`src/hdl/ustc_pkg.sv`:
```
// ----------------------------------------------------------------------------
// ustc_pkg
// Shared types and constants for the seconds-to-calendar pipeline.
// ----------------------------------------------------------------------------
package ustc_pkg;

  // Time of day travels as one group beside the date arithmetic.
  typedef struct packed {
    logic [4:0] hour;
    logic [5:0] minute;
    logic [5:0] second;
  } tod_t;

  // Reciprocal for n / 15, exact for n below 2^34 / 11, taken with a shift of 34.
  localparam logic [30:0] DIV15_MUL = 31'h4444_4445;
  localparam int unsigned DIV15_SHIFT = 34;

  // Reciprocal for n / 3, exact for n below 2^19, taken with a shift of 19.
  localparam logic [17:0] DIV3_MUL = 18'd174763;

  // Reciprocal for n / 1461, exact for n below 94519, taken with a shift of 26.
  localparam logic [15:0] DIV1461_MUL = 16'd45934;

  // The date math counts days from 1968-01-01, the start of a leap cycle.
  localparam logic [15:0] EPOCH_DAY_OFFSET = 16'd731;
  localparam logic [11:0] YEAR_BASE        = 12'd1968;
  localparam logic [15:0] DAYS_PER_CYCLE   = 16'd1461;

  // Day count since 1970 of 2100-03-01; from there on one day is skipped so
  // that the plain four-year cycle never produces a 29 February in 2100.
  localparam logic [15:0] SKIP_DAY_FIRST = 16'd47541;

  // First day of each month within a common year.
  localparam logic [8:0] MONTH_START [12] = '{
    9'd0, 9'd31, 9'd59, 9'd90, 9'd120, 9'd151,
    9'd181, 9'd212, 9'd243, 9'd273, 9'd304, 9'd334
  };

  function automatic logic [8:0] month_first_day(input logic [3:0] idx, input logic leap);
    logic [8:0] start;
    start = MONTH_START[idx];
    if (leap && (idx >= 4'd2)) begin
      start = start + 9'd1;
    end
    return start;
  endfunction

endpackage

```
`src/hdl/ustc_tod_div.sv`:
```
// ----------------------------------------------------------------------------
// ustc_tod_div
// Four-stage divider chain: seconds to whole days and time of day.
// ----------------------------------------------------------------------------
module ustc_tod_div
  import ustc_pkg::*;
(
  input  logic        clk,
  input  logic        rst,
  input  logic        en,
  input  logic        in_valid,
  input  logic [31:0] secs,
  output logic        out_valid,
  output logic [15:0] days,
  output tod_t        tod
);

  logic        s1_valid, s2_valid, s3_valid;
  logic [31:0] s1_x;
  logic [60:0] s1_prod;
  logic [26:0] s2_q1;
  logic [55:0] s2_prod;
  logic [5:0]  s2_sec;
  logic [20:0] s3_q2;
  logic [35:0] s3_prod;
  logic [5:0]  s3_sec;
  logic [5:0]  s3_min;

  logic [26:0] q1;
  logic [31:0] rem_s;
  logic [20:0] q2;
  logic [26:0] rem_m;
  logic [15:0] day_cnt;
  logic [20:0] rem_h;

  // Minutes: x / 60 is (x >> 2) / 15.
  assign q1    = s1_prod[60:DIV15_SHIFT];
  assign rem_s = s1_x - 32'(q1) * 32'd60;
  // Hours: minutes / 60 is (minutes >> 2) / 15.
  assign q2    = s2_prod[54:DIV15_SHIFT];
  assign rem_m = s2_q1 - 27'(q2) * 27'd60;
  // Days: hours / 24 is (hours >> 3) / 3.
  assign day_cnt = s3_prod[34:19];
  assign rem_h   = s3_q2 - 21'(day_cnt) * 21'd24;

  always_ff @(posedge clk) begin
    if (rst) begin
      s1_valid  <= 1'b0;
      s2_valid  <= 1'b0;
      s3_valid  <= 1'b0;
      out_valid <= 1'b0;
    end else if (en) begin
      s1_valid  <= in_valid;
      s2_valid  <= s1_valid;
      s3_valid  <= s2_valid;
      out_valid <= s3_valid;
    end
  end

  always_ff @(posedge clk) begin
    if (en) begin
      s1_x       <= secs;
      s1_prod    <= 61'(secs[31:2]) * 61'(DIV15_MUL);
      s2_q1      <= q1;
      s2_sec     <= rem_s[5:0];
      s2_prod    <= 56'(q1[26:2]) * 56'(DIV15_MUL);
      s3_q2      <= q2;
      s3_sec     <= s2_sec;
      s3_min     <= rem_m[5:0];
      s3_prod    <= 36'(q2[20:3]) * 36'(DIV3_MUL);
      days       <= day_cnt;
      tod.second <= s3_sec;
      tod.minute <= s3_min;
      tod.hour   <= rem_h[4:0];
    end
  end

endmodule

```
`src/hdl/ustc_date.sv`:
```
// ----------------------------------------------------------------------------
// ustc_date
// Six-stage conversion of a day count into year, month and day of month.
// ----------------------------------------------------------------------------
module ustc_date
  import ustc_pkg::*;
(
  input  logic        clk,
  input  logic        rst,
  input  logic        en,
  input  logic        in_valid,
  input  logic [15:0] days,
  input  tod_t        tod_in,
  output logic        out_valid,
  output logic [11:0] year,
  output logic [3:0]  month,
  output logic [4:0]  day_of_month,
  output tod_t        tod_out
);

  logic [4:0]  valid_pipe;
  tod_t        tod_pipe [5];

  logic [15:0] d1_e;
  logic [15:0] d2_e;
  logic [31:0] d2_prod;
  logic [5:0]  d3_cyc;
  logic [10:0] d3_r;
  logic [11:0] d4_year;
  logic [8:0]  d4_doy;
  logic        d4_leap;
  logic [11:0] d5_year;
  logic [8:0]  d5_doy;
  logic        d5_leap;
  logic [3:0]  d5_midx;

  logic        skip;
  logic [15:0] e_next;
  logic [5:0]  cyc;
  logic [15:0] rem_c;
  logic [1:0]  yoff;
  logic [8:0]  doy_next;
  logic [3:0]  midx_next;
  logic [8:0]  mstart;

  assign skip   = (days >= SKIP_DAY_FIRST);
  assign e_next = days + EPOCH_DAY_OFFSET + 16'(skip);

  assign cyc   = d2_prod[31:26];
  assign rem_c = d2_e - 16'(cyc) * DAYS_PER_CYCLE;

  // Year within the cycle: the first is the leap year of 366 days.
  always_comb begin
    if (d3_r < 11'd366) begin
      yoff     = 2'd0;
      doy_next = d3_r[8:0];
    end else if (d3_r < 11'd731) begin
      yoff     = 2'd1;
      doy_next = 9'(d3_r - 11'd366);
    end else if (d3_r < 11'd1096) begin
      yoff     = 2'd2;
      doy_next = 9'(d3_r - 11'd731);
    end else begin
      yoff     = 2'd3;
      doy_next = 9'(d3_r - 11'd1096);
    end
  end

  // Month index is the number of later month starts already reached.
  always_comb begin
    midx_next = 4'd0;
    for (int m = 1; m < 12; m++) begin
      midx_next = midx_next + 4'(d4_doy >= month_first_day(4'(m), d4_leap));
    end
  end

  assign mstart = month_first_day(d5_midx, d5_leap);

  always_ff @(posedge clk) begin
    if (rst) begin
      valid_pipe <= '0;
      out_valid  <= 1'b0;
    end else if (en) begin
      valid_pipe <= {valid_pipe[3:0], in_valid};
      out_valid  <= valid_pipe[4];
    end
  end

  always_ff @(posedge clk) begin
    if (en) begin
      tod_pipe[0]  <= tod_in;
      for (int i = 1; i < 5; i++) begin
        tod_pipe[i] <= tod_pipe[i-1];
      end
      tod_out      <= tod_pipe[4];
      d1_e         <= e_next;
      d2_e         <= d1_e;
      d2_prod      <= 32'(d1_e) * 32'(DIV1461_MUL);
      d3_cyc       <= cyc;
      d3_r         <= rem_c[10:0];
      d4_year      <= YEAR_BASE + 12'({d3_cyc, 2'b00}) + 12'(yoff);
      d4_doy       <= doy_next;
      d4_leap      <= (yoff == 2'd0);
      d5_year      <= d4_year;
      d5_doy       <= d4_doy;
      d5_leap      <= d4_leap;
      d5_midx      <= midx_next;
      year         <= d5_year;
      month        <= d5_midx + 4'd1;
      day_of_month <= 5'(d5_doy - mstart + 9'd1);
    end
  end

endmodule

```
`src/hdl/unix_seconds_to_calendar.sv`:
```
// ----------------------------------------------------------------------------
// unix_seconds_to_calendar
// Pipelined conversion of a 32-bit seconds count into UTC calendar fields.
// ----------------------------------------------------------------------------
// Each input word is a count of seconds since 1970-01-01 00:00:00 UTC, and
// each output word carries the matching UTC year, month, day of month, hour,
// minute and second, with Gregorian leap years and no leap seconds. Every
// input word gives exactly one output word, in order. The block is a ten
// stage pipeline that takes one word per clock as long as the output side
// keeps up. The whole pipeline advances together: while a finished word
// waits at the output under stall, in_stall is raised and every stage
// holds, so nothing is lost or repeated. The first four stages split the
// seconds into whole days and time of day with reciprocal multiplications
// (one in every stage but the fourth); the last six turn the day count into
// a date through the four-year leap cycle, with a one-day correction for
// the common year 2100, and a month search over a constant table. There
// are no registers to configure and no state is kept between words.
// ----------------------------------------------------------------------------
module unix_seconds_to_calendar
  import ustc_pkg::*;
(
  input  logic        clk,
  input  logic        rst,
  input  logic        in_valid,
  output logic        in_stall,
  input  logic [31:0] unix_seconds,
  output logic        out_valid,
  input  logic        out_stall,
  output logic [11:0] year,
  output logic [3:0]  month,
  output logic [4:0]  day_of_month,
  output logic [4:0]  hour,
  output logic [5:0]  minute,
  output logic [5:0]  second
);

  logic        en;
  logic        mid_valid;
  logic [15:0] mid_days;
  tod_t        mid_tod;
  tod_t        out_tod;

  // The pipeline moves whenever the output register is empty or being taken.
  assign en       = !(out_valid && out_stall);
  assign in_stall = !en;

  // Seconds to days plus hour, minute and second.
  ustc_tod_div u_tod_div (
    .clk       (clk),
    .rst       (rst),
    .en        (en),
    .in_valid  (in_valid),
    .secs      (unix_seconds),
    .out_valid (mid_valid),
    .days      (mid_days),
    .tod       (mid_tod)
  );

  // Days to year, month and day; the time of day rides alongside.
  ustc_date u_date (
    .clk          (clk),
    .rst          (rst),
    .en           (en),
    .in_valid     (mid_valid),
    .days         (mid_days),
    .tod_in       (mid_tod),
    .out_valid    (out_valid),
    .year         (year),
    .month        (month),
    .day_of_month (day_of_month),
    .tod_out      (out_tod)
  );

  assign hour   = out_tod.hour;
  assign minute = out_tod.minute;
  assign second = out_tod.second;

`ifndef SYNTHESIS
  // Month and day must form a real date.
  a_date_range: assert property (@(posedge clk) disable iff (rst)
    out_valid |-> (month >= 4'd1) && (month <= 4'd12) &&
                  (day_of_month >= 5'd1) && (day_of_month <= 5'd31))
    else $error("month or day out of range");

  // February never passes its 29th, and never its 28th in a common year.
  a_february: assert property (@(posedge clk) disable iff (rst)
    out_valid && (month == 4'd2) |->
      (day_of_month <= 5'd29) &&
      ((day_of_month != 5'd29) || ((year[1:0] == 2'b00) && (year != 12'd2100))))
    else $error("invalid February date");

  // The remainders of the divider chain stay below their divisors.
  a_time_range: assert property (@(posedge clk) disable iff (rst)
    out_valid |-> (hour <= 5'd23) && (minute <= 6'd59) && (second <= 6'd59))
    else $error("time of day out of range");
`endif

endmodule

```
`config.mk`:
```
export PLATFORM = sky130hd
export DESIGN_NAME = unix_seconds_to_calendar
export DESIGN_NICKNAME = d
export VERILOG_FILES = /design/src/hdl/ustc_pkg.sv /design/src/hdl/ustc_tod_div.sv /design/src/hdl/ustc_date.sv /design/src/hdl/unix_seconds_to_calendar.sv
export SDC_FILE = /design/constraint.sdc
export NUM_CORES = 2
export LEC_CHECK = 0
export ABC_AREA = 1
export BUFFER_PORTS_ARGS = -buffer_cell sky130_fd_sc_hd__buf_4
export CORE_ASPECT_RATIO = 0.6
export CORE_MARGIN = 10
export CORE_UTILIZATION = 66
export CTS_CLUSTER_DIAMETER = 60
export DETAILED_ROUTE_END_ITERATION = 12
export GPL_TIMING_DRIVEN = 0
export PLACE_DENSITY = 0.83
export SYNTH_ARGS = -nofsm -noshare
export SYNTH_HDL_FRONTEND = slang
export SYNTH_SLANG_ARGS = --single-unit
```
`constraint.sdc`:
```
create_clock -name clk -period 16.2 [get_ports clk]
set_input_delay 1.62 -clock clk [delete_from_list [all_inputs] [get_ports clk]]
set_output_delay 1.62 -clock clk [all_outputs]
set_load 0.01 [all_outputs]
```
-- Yosys cells after proc, flatten, opt, wreduce, memory -nomap -nowiden
Memories as Yosys holds them, arrays and structs flattened. A register that Yosys moved wholly into a read port is not among the register bits.
Index checks and enable logic that the tools add are counted.
- add/sub/neg operators: 25
- mux-type cells: 20
- multiply operators: 8
- order comparisons: 17
- bitwise gates (word level): 1
- reductions and logical operators: 4
- operators with widths (operator ; count):
    multiplier 30 x 31 -> 61 bit, second input constant ; 1
    multiplier 25 x 31 -> 55 bit, second input constant ; 1
    adder 4 x 1 -> 4 bit ; 9
    greater-or-equal comparator 9 x 8 -> 1 bit ; 4
    multiplier 18 x 18 -> 35 bit, second input constant ; 1
    multiplier 16 x 15 -> 31 bit, second input constant ; 1
    greater-or-equal comparator 9 bit ; 3
    multiplier 27 x 4 -> 4 bit, second input constant ; 1
    2-to-1 mux 9 bit ; 3
    multiplier 21 x 4 -> 4 bit, second input constant ; 1
    greater-or-equal comparator 9 x 7 -> 1 bit ; 2
    adder 16 x 1 -> 16 bit ; 1
    adder 16 x 10 -> 16 bit, second input constant ; 1
    greater-or-equal comparator 16 bit, second input constant ; 1
    multiplier 16 x 2 -> 2 bit, second input constant ; 1
    2-to-1 mux 5 bit ; 3
    adder 11 x 8 -> 12 bit, first input constant ; 1
    adder 12 x 2 -> 12 bit ; 1
    subtractor 6 bit ; 2
    < comparator 11 x 10 -> 1 bit, second input constant ; 1
    < comparator 11 bit, second input constant ; 1
    < comparator 11 x 9 -> 1 bit, second input constant ; 1
    multiplier 6 x 11 -> 11 bit, second input constant ; 1
    subtractor 11 bit ; 1
    19 further kinds ; 32
- memories: 2
- bits in writable memories: 85
- input bits: 36
- logic and storage cells: 111
- memory bits (read-only): 144
- register bits: 369
- memories (memory ; words ; width ; read ports ; clocked after memory_dff ; wr ports ; line ; RTL):
    (name not given) ; 16 ; 9 ; 1 ; 0 ; 0 ; ustc_pkg.sv:41 ; start = MONTH_START[idx];
    u_date.tod_pipe ; 5 ; 17 ; 5 ; 1 ; 5 ; ustc_date.sv:22 ; tod_t tod_pipe [5];

-- Depth between registers and ports, before layout
- depth after elaboration: 12
- depth in mapped cells: 26
- mapped depth without buffers: 26

-- By module
A second synthesis with hierarchy kept.
- cell total of the unflattened synthesis: 5110
- area, all modules: 44686.6 um2
- modules (own cells, without submodules) (module ; cells an instance ; area an instance (um2) ; instances ; sequential area each (um2)):
    ustc_tod_div ; 3747 ; 29592.1 ; 1 ; 4043.9
    ustc_date ; 1361 ; 15084.5 ; 1 ; 6546.3
    unix_seconds_to_calendar ; 2 ; 10.0 ; 1 ; 0.0

-- Worst setup path after synthesis
Ideal clock, no wire load.
- kind: input -> register
- start: input port out_stall
- end: register u_date.d1_e[0], enable pin
- cell stages on the path: 2
- data required time: 15.352 ns
- arrival: 11.219 ns
- slack: 4.133 ns
- path through: nand2_1 clkbuf_1
- word-level cells in the longest chain between the ends: 1
- RTL lines (what ; line ; RTL):
    start, declared ; unix_seconds_to_calendar.sv:28 ; input logic out_stall,
    logical AND 1 bit ; unix_seconds_to_calendar.sv:44 ; assign en = !(out_valid && out_stall);
    end signal, assigned ; ustc_date.sv:96 ; d1_e <= e_next;
    end, declared ; ustc_date.sv:24 ; logic [15:0] d1_e;
No other way between the ends.
A chain may end at the register's enable or synchronous reset.

-- Worst setup path after layout
- start: input port unix_seconds[27]
- end: register u_tod_div.s1_prod[59], data pin
- word-level cells in the longest chain between the ends: 1
- RTL lines (what ; line ; RTL):
    start, declared ; unix_seconds_to_calendar.sv:26 ; input logic [31:0] unix_seconds,
    multiplier 30 x 31 -> 61 bit ; ustc_tod_div.sv:63 ; s1_prod <= 61'(secs[31:2]) * 61'(DIV15_MUL);
    end signal, assigned ; ustc_tod_div.sv:63 ;
    end, declared ; ustc_tod_div.sv:20 ; logic [60:0] s1_prod;
No other way between the ends.

==> metrics.yaml <==
status:
  outcome: "finished, final reports clean"
layout:
  area_growth_pct: 6.784
  n_antenna_cell: 0
  seq_area_um2: 10590
  nets: 6497
  multi_input_area_um2: 28870
  drive_above_1_share: 0.03352
  layout_common_cells: "inv_1, nand2_1, ha_1"
  final_common_cell: "inv_1"
  fill_cells: 4920
hold_path:
  whs_path_depth: 0
  min_from: "u_date.d5_year[0]"
  hold_path_class: "flip-flop to flip-flop"
  holdPathEnd: "u_date.year[0]"
logic_synthesis:
  yosysWarnings: 0
  synthCells: 5078
  syn-num-nets: 6380
  netlist_area_um2: 44410
  ys_types: 48
  syn_avg_cell_area_um2: 8.746
  yosysSeqAreaShare: 0.2385
  synth_seq_cells: 356
timing:
  finClkSkew_ps: 26.90
  fin_crit_sh: 0.4667
  finalHoldViolations: 0
  rsz0062_at_grt: "false"
  fmax_mhz: 132.3
  hold_ws_ps: 410.8
  fin_crit_ps: 7561
  relSlewSlack: 0.3127
  worstMarginPinSlew_ps: 1023
  setup_viol: 0
  finalMaxSlewViolations: 0
  fin_ws_ps: 8639
  fin_tns_setup_ps: 0
grt:
  grt_usage: 0.3297
  grt_overflow: 0
  grt_pass1_wl_um: 198600
  grt_pass1_vias: 33809
  top_usage_layer: "met1"
  grtUsageMet2: 0.4130
  use_met1: 0.5301
  grt_max_degree: 76
  antenna_found_initial: 2
  use_met3: 0.1296
floorplanning:
  io_pins: 76
  die-area_um2: 78400
  rows: 73
  core_area_um2: 66400
  die_w_um: 354.9
  die_h_um: 220.9
  initial_core_util: 0.6688
detailed_routing:
  detail-route-antenna-nets: 0
  finalWirelength_um: 128700
  drc_errors: 0
  vias: 34153
  drtIter0Drc: 3610
  wl_per_cell_um: 21.02
  viasPerCell: 5.580
  drtPass1Iterations: 6
setup_path:
  slowest_delay_ps: 680
  start_kind: "input pin"
  path_cells: "buf_4 -> ha_1 -> inv_1 -> fa_1 -> fa_1 -> fa_1 -> inv_1 -> fa_1 -> ha_1 -> ha_1 -> ha_1 -> nand2_1 -> nor2_1 -> nand2_1 -> nor2_1 -> nand2_1 -> nand4_1 -> nand2_1"
  reg2reg_depth: 17
  r2r-start: "u_tod_div.s2_prod[37]"
  rr_endpoint: "u_tod_div.s3_prod[32]"
  worstSetupPathDepth: 18
  worst_setup_path_end_kind: "flip-flop"
  r2r_slack_ps: 10410
  crit_buf_inv: 3
  worstPathRequired_ps: 16530
  worst-setup-path-type: "input pin to flip-flop"
  crit_slowest_cell: "ha_1"
  cp_top_family: "adder cells"
  critPathMaxFanout: 5
  crit_arrival_ps: 7890
place:
  port_buffers: 74
  globalplace.congestion: 1.067
  dpl_worst_slack_ps: 8490
  dpl.hpwl_um: 110200
clock_tree:
  cts_resized: 0
  numCtsBuffers: 36
  clock_latency_ps: 580
  path_clk_slew_ps: 70
  cts_root_buffer: "clkbuf_16"
  cts_buffer_depth: 3
  hold_buffers: 0
  h-tree-depth: 2
  tritoncts: "built"
  cts_setup_buffers: 0
  clock-sinks: 356
job:
  cap_violations: 0
cell type report:
| cell class | count | share of cell area |
|---|---|---|
| Clock buffer | 41 | 0.02050 |
| Inverter | 1305 | 0.1033 |
| Buffer | 9 | 0.001161 |
| Multi-Input combinational cell | 3408 | 0.6088 |
| Timing Repair Buffer | 79 | 0.01446 |
| Sequential cell | 356 | 0.2233 |
| Clock inverter | 23 | 0.004749 |
| Tap cell | 900 | 0.02375 |
synthesized netlist by cell type, drive strengths merged:
| library cell | number | area share |
|---|---|---|
| a211oi | 2 | 0.00034 |
| a21boi | 9 | 0.0015 |
| a21o | 8 | 0.0014 |
| a21oi | 170 | 0.019 |
| a31oi | 2 | 0.00028 |
| a41oi | 1 | 0.00020 |
| and2 | 7 | 0.00099 |
| and3 | 3 | 0.00042 |
| buf | 4 | 0.00070 |
| clkbuf | 5 | 0.00045 |
| dfxtp | 10 | 0.0045 |
| edfxtp | 346 | 0.23 |
| fa | 452 | 0.20 |
| ha | 814 | 0.23 |
| inv | 1305 | 0.11 |
| nand2 | 1157 | 0.098 |
| nand3 | 171 | 0.019 |
| nand3b | 6 | 0.0010 |
| nand4 | 52 | 0.0073 |
| nor2 | 284 | 0.025 |
| nor3 | 42 | 0.0056 |
| nor3b | 1 | 0.00028 |
| nor4 | 6 | 0.00085 |
| o2111ai | 2 | 0.00039 |
| o211ai | 4 | 0.00068 |
| o21a | 5 | 0.00085 |
| o21ai | 80 | 0.0092 |
| o21bai | 38 | 0.0064 |
| o22ai | 2 | 0.00028 |
| o311ai | 1 | 0.00020 |
| o31ai | 1 | 0.00017 |
| o41ai | 1 | 0.00020 |
| or2 | 5 | 0.00070 |
| xnor2 | 37 | 0.0073 |
| xor2 | 45 | 0.0089 |
metal layers:
layer  part of all wire  wire length, um  up-vias
li1                   -                -    16147
met1               0.49            62430    16184
met2               0.36            45990     1681
met3               0.15            18810      139
met4              0.011             1452        2
met5            0.00010               13        -
flip-flops by register name, indices dropped and copies added (netlist names), 9 cells and up:
register / count
u_date.tod_pipe: 85
u_date.d2_e: 11
u_tod_div.s3_prod: 16
u_tod_div.s1_prod: 29
u_tod_div.tod: 17
u_date.tod_out: 17
u_date.d1_e: 16
u_date.d3_r: 11
u_tod_div.s2_prod: 23
u_date.d5_year: 11
u_date.d4_year: 11
u_date.year: 11
u_date.d4_doy: 9
u_tod_div.days: 16
stage by stage:
| step | cell area [um^2] | utilization | instances |
|---|---|---|---|
| 5_1_grt | 47420 | 0.7142 | 6121 |
| 3_5_place_dp | 46230 | 0.6961 | 6057 |
| 3_3_place_gp | 46090 | 0.6941 | 6052 |
| 4_1_cts | 47420 | 0.7142 | 6121 |
| 2_1_floorplan | 44410 | - | 5078 |
| 6_report | 47420 | 0.7142 | 6121 |
worst reg2reg max path: stages, from the launching register on:
cell and delay, ps:
edfxtp_1 840, ha_1 380, inv_1 200, fa_1 520
fa_1 550, inv_1 60, fa_1 450, fa_1 500
fa_1 540, ha_1 400, a21oi_1 280, o21ai_0 230
a21oi_1 230, nor2_1 60, nor2_1 120, nand2_1 70
nand2_1 60, nand2_1 50
worst max path at each step:
stage                                  endpoint  slack [ps]        startpoint
final                     u_tod_div.s1_prod[59]        8640  unix_seconds[27]
after global routing      u_tod_div.s1_prod[59]        8650  unix_seconds[27]
after detailed placement  u_tod_div.s1_prod[59]        8490  unix_seconds[27]
after floorplan                  u_date.d1_e[0]        4130         out_stall
after global placement         u_date.out_valid         150         out_stall
after CTS                 u_tod_div.s1_prod[59]        9060  unix_seconds[27]
cells by family after synthesis:
group	count (synthesis)	synth area share
flops	356	0.2385
xor+xnor	82	0.01617
buf+inv	1314	0.1115
fa+ha+maj	1266	0.4331
simple gates	1734	0.1596
compound gates	326	0.04122
Power is not shown: default switching activity piles up to over one toggle a cycle in this logic, so the estimate is an artifact.
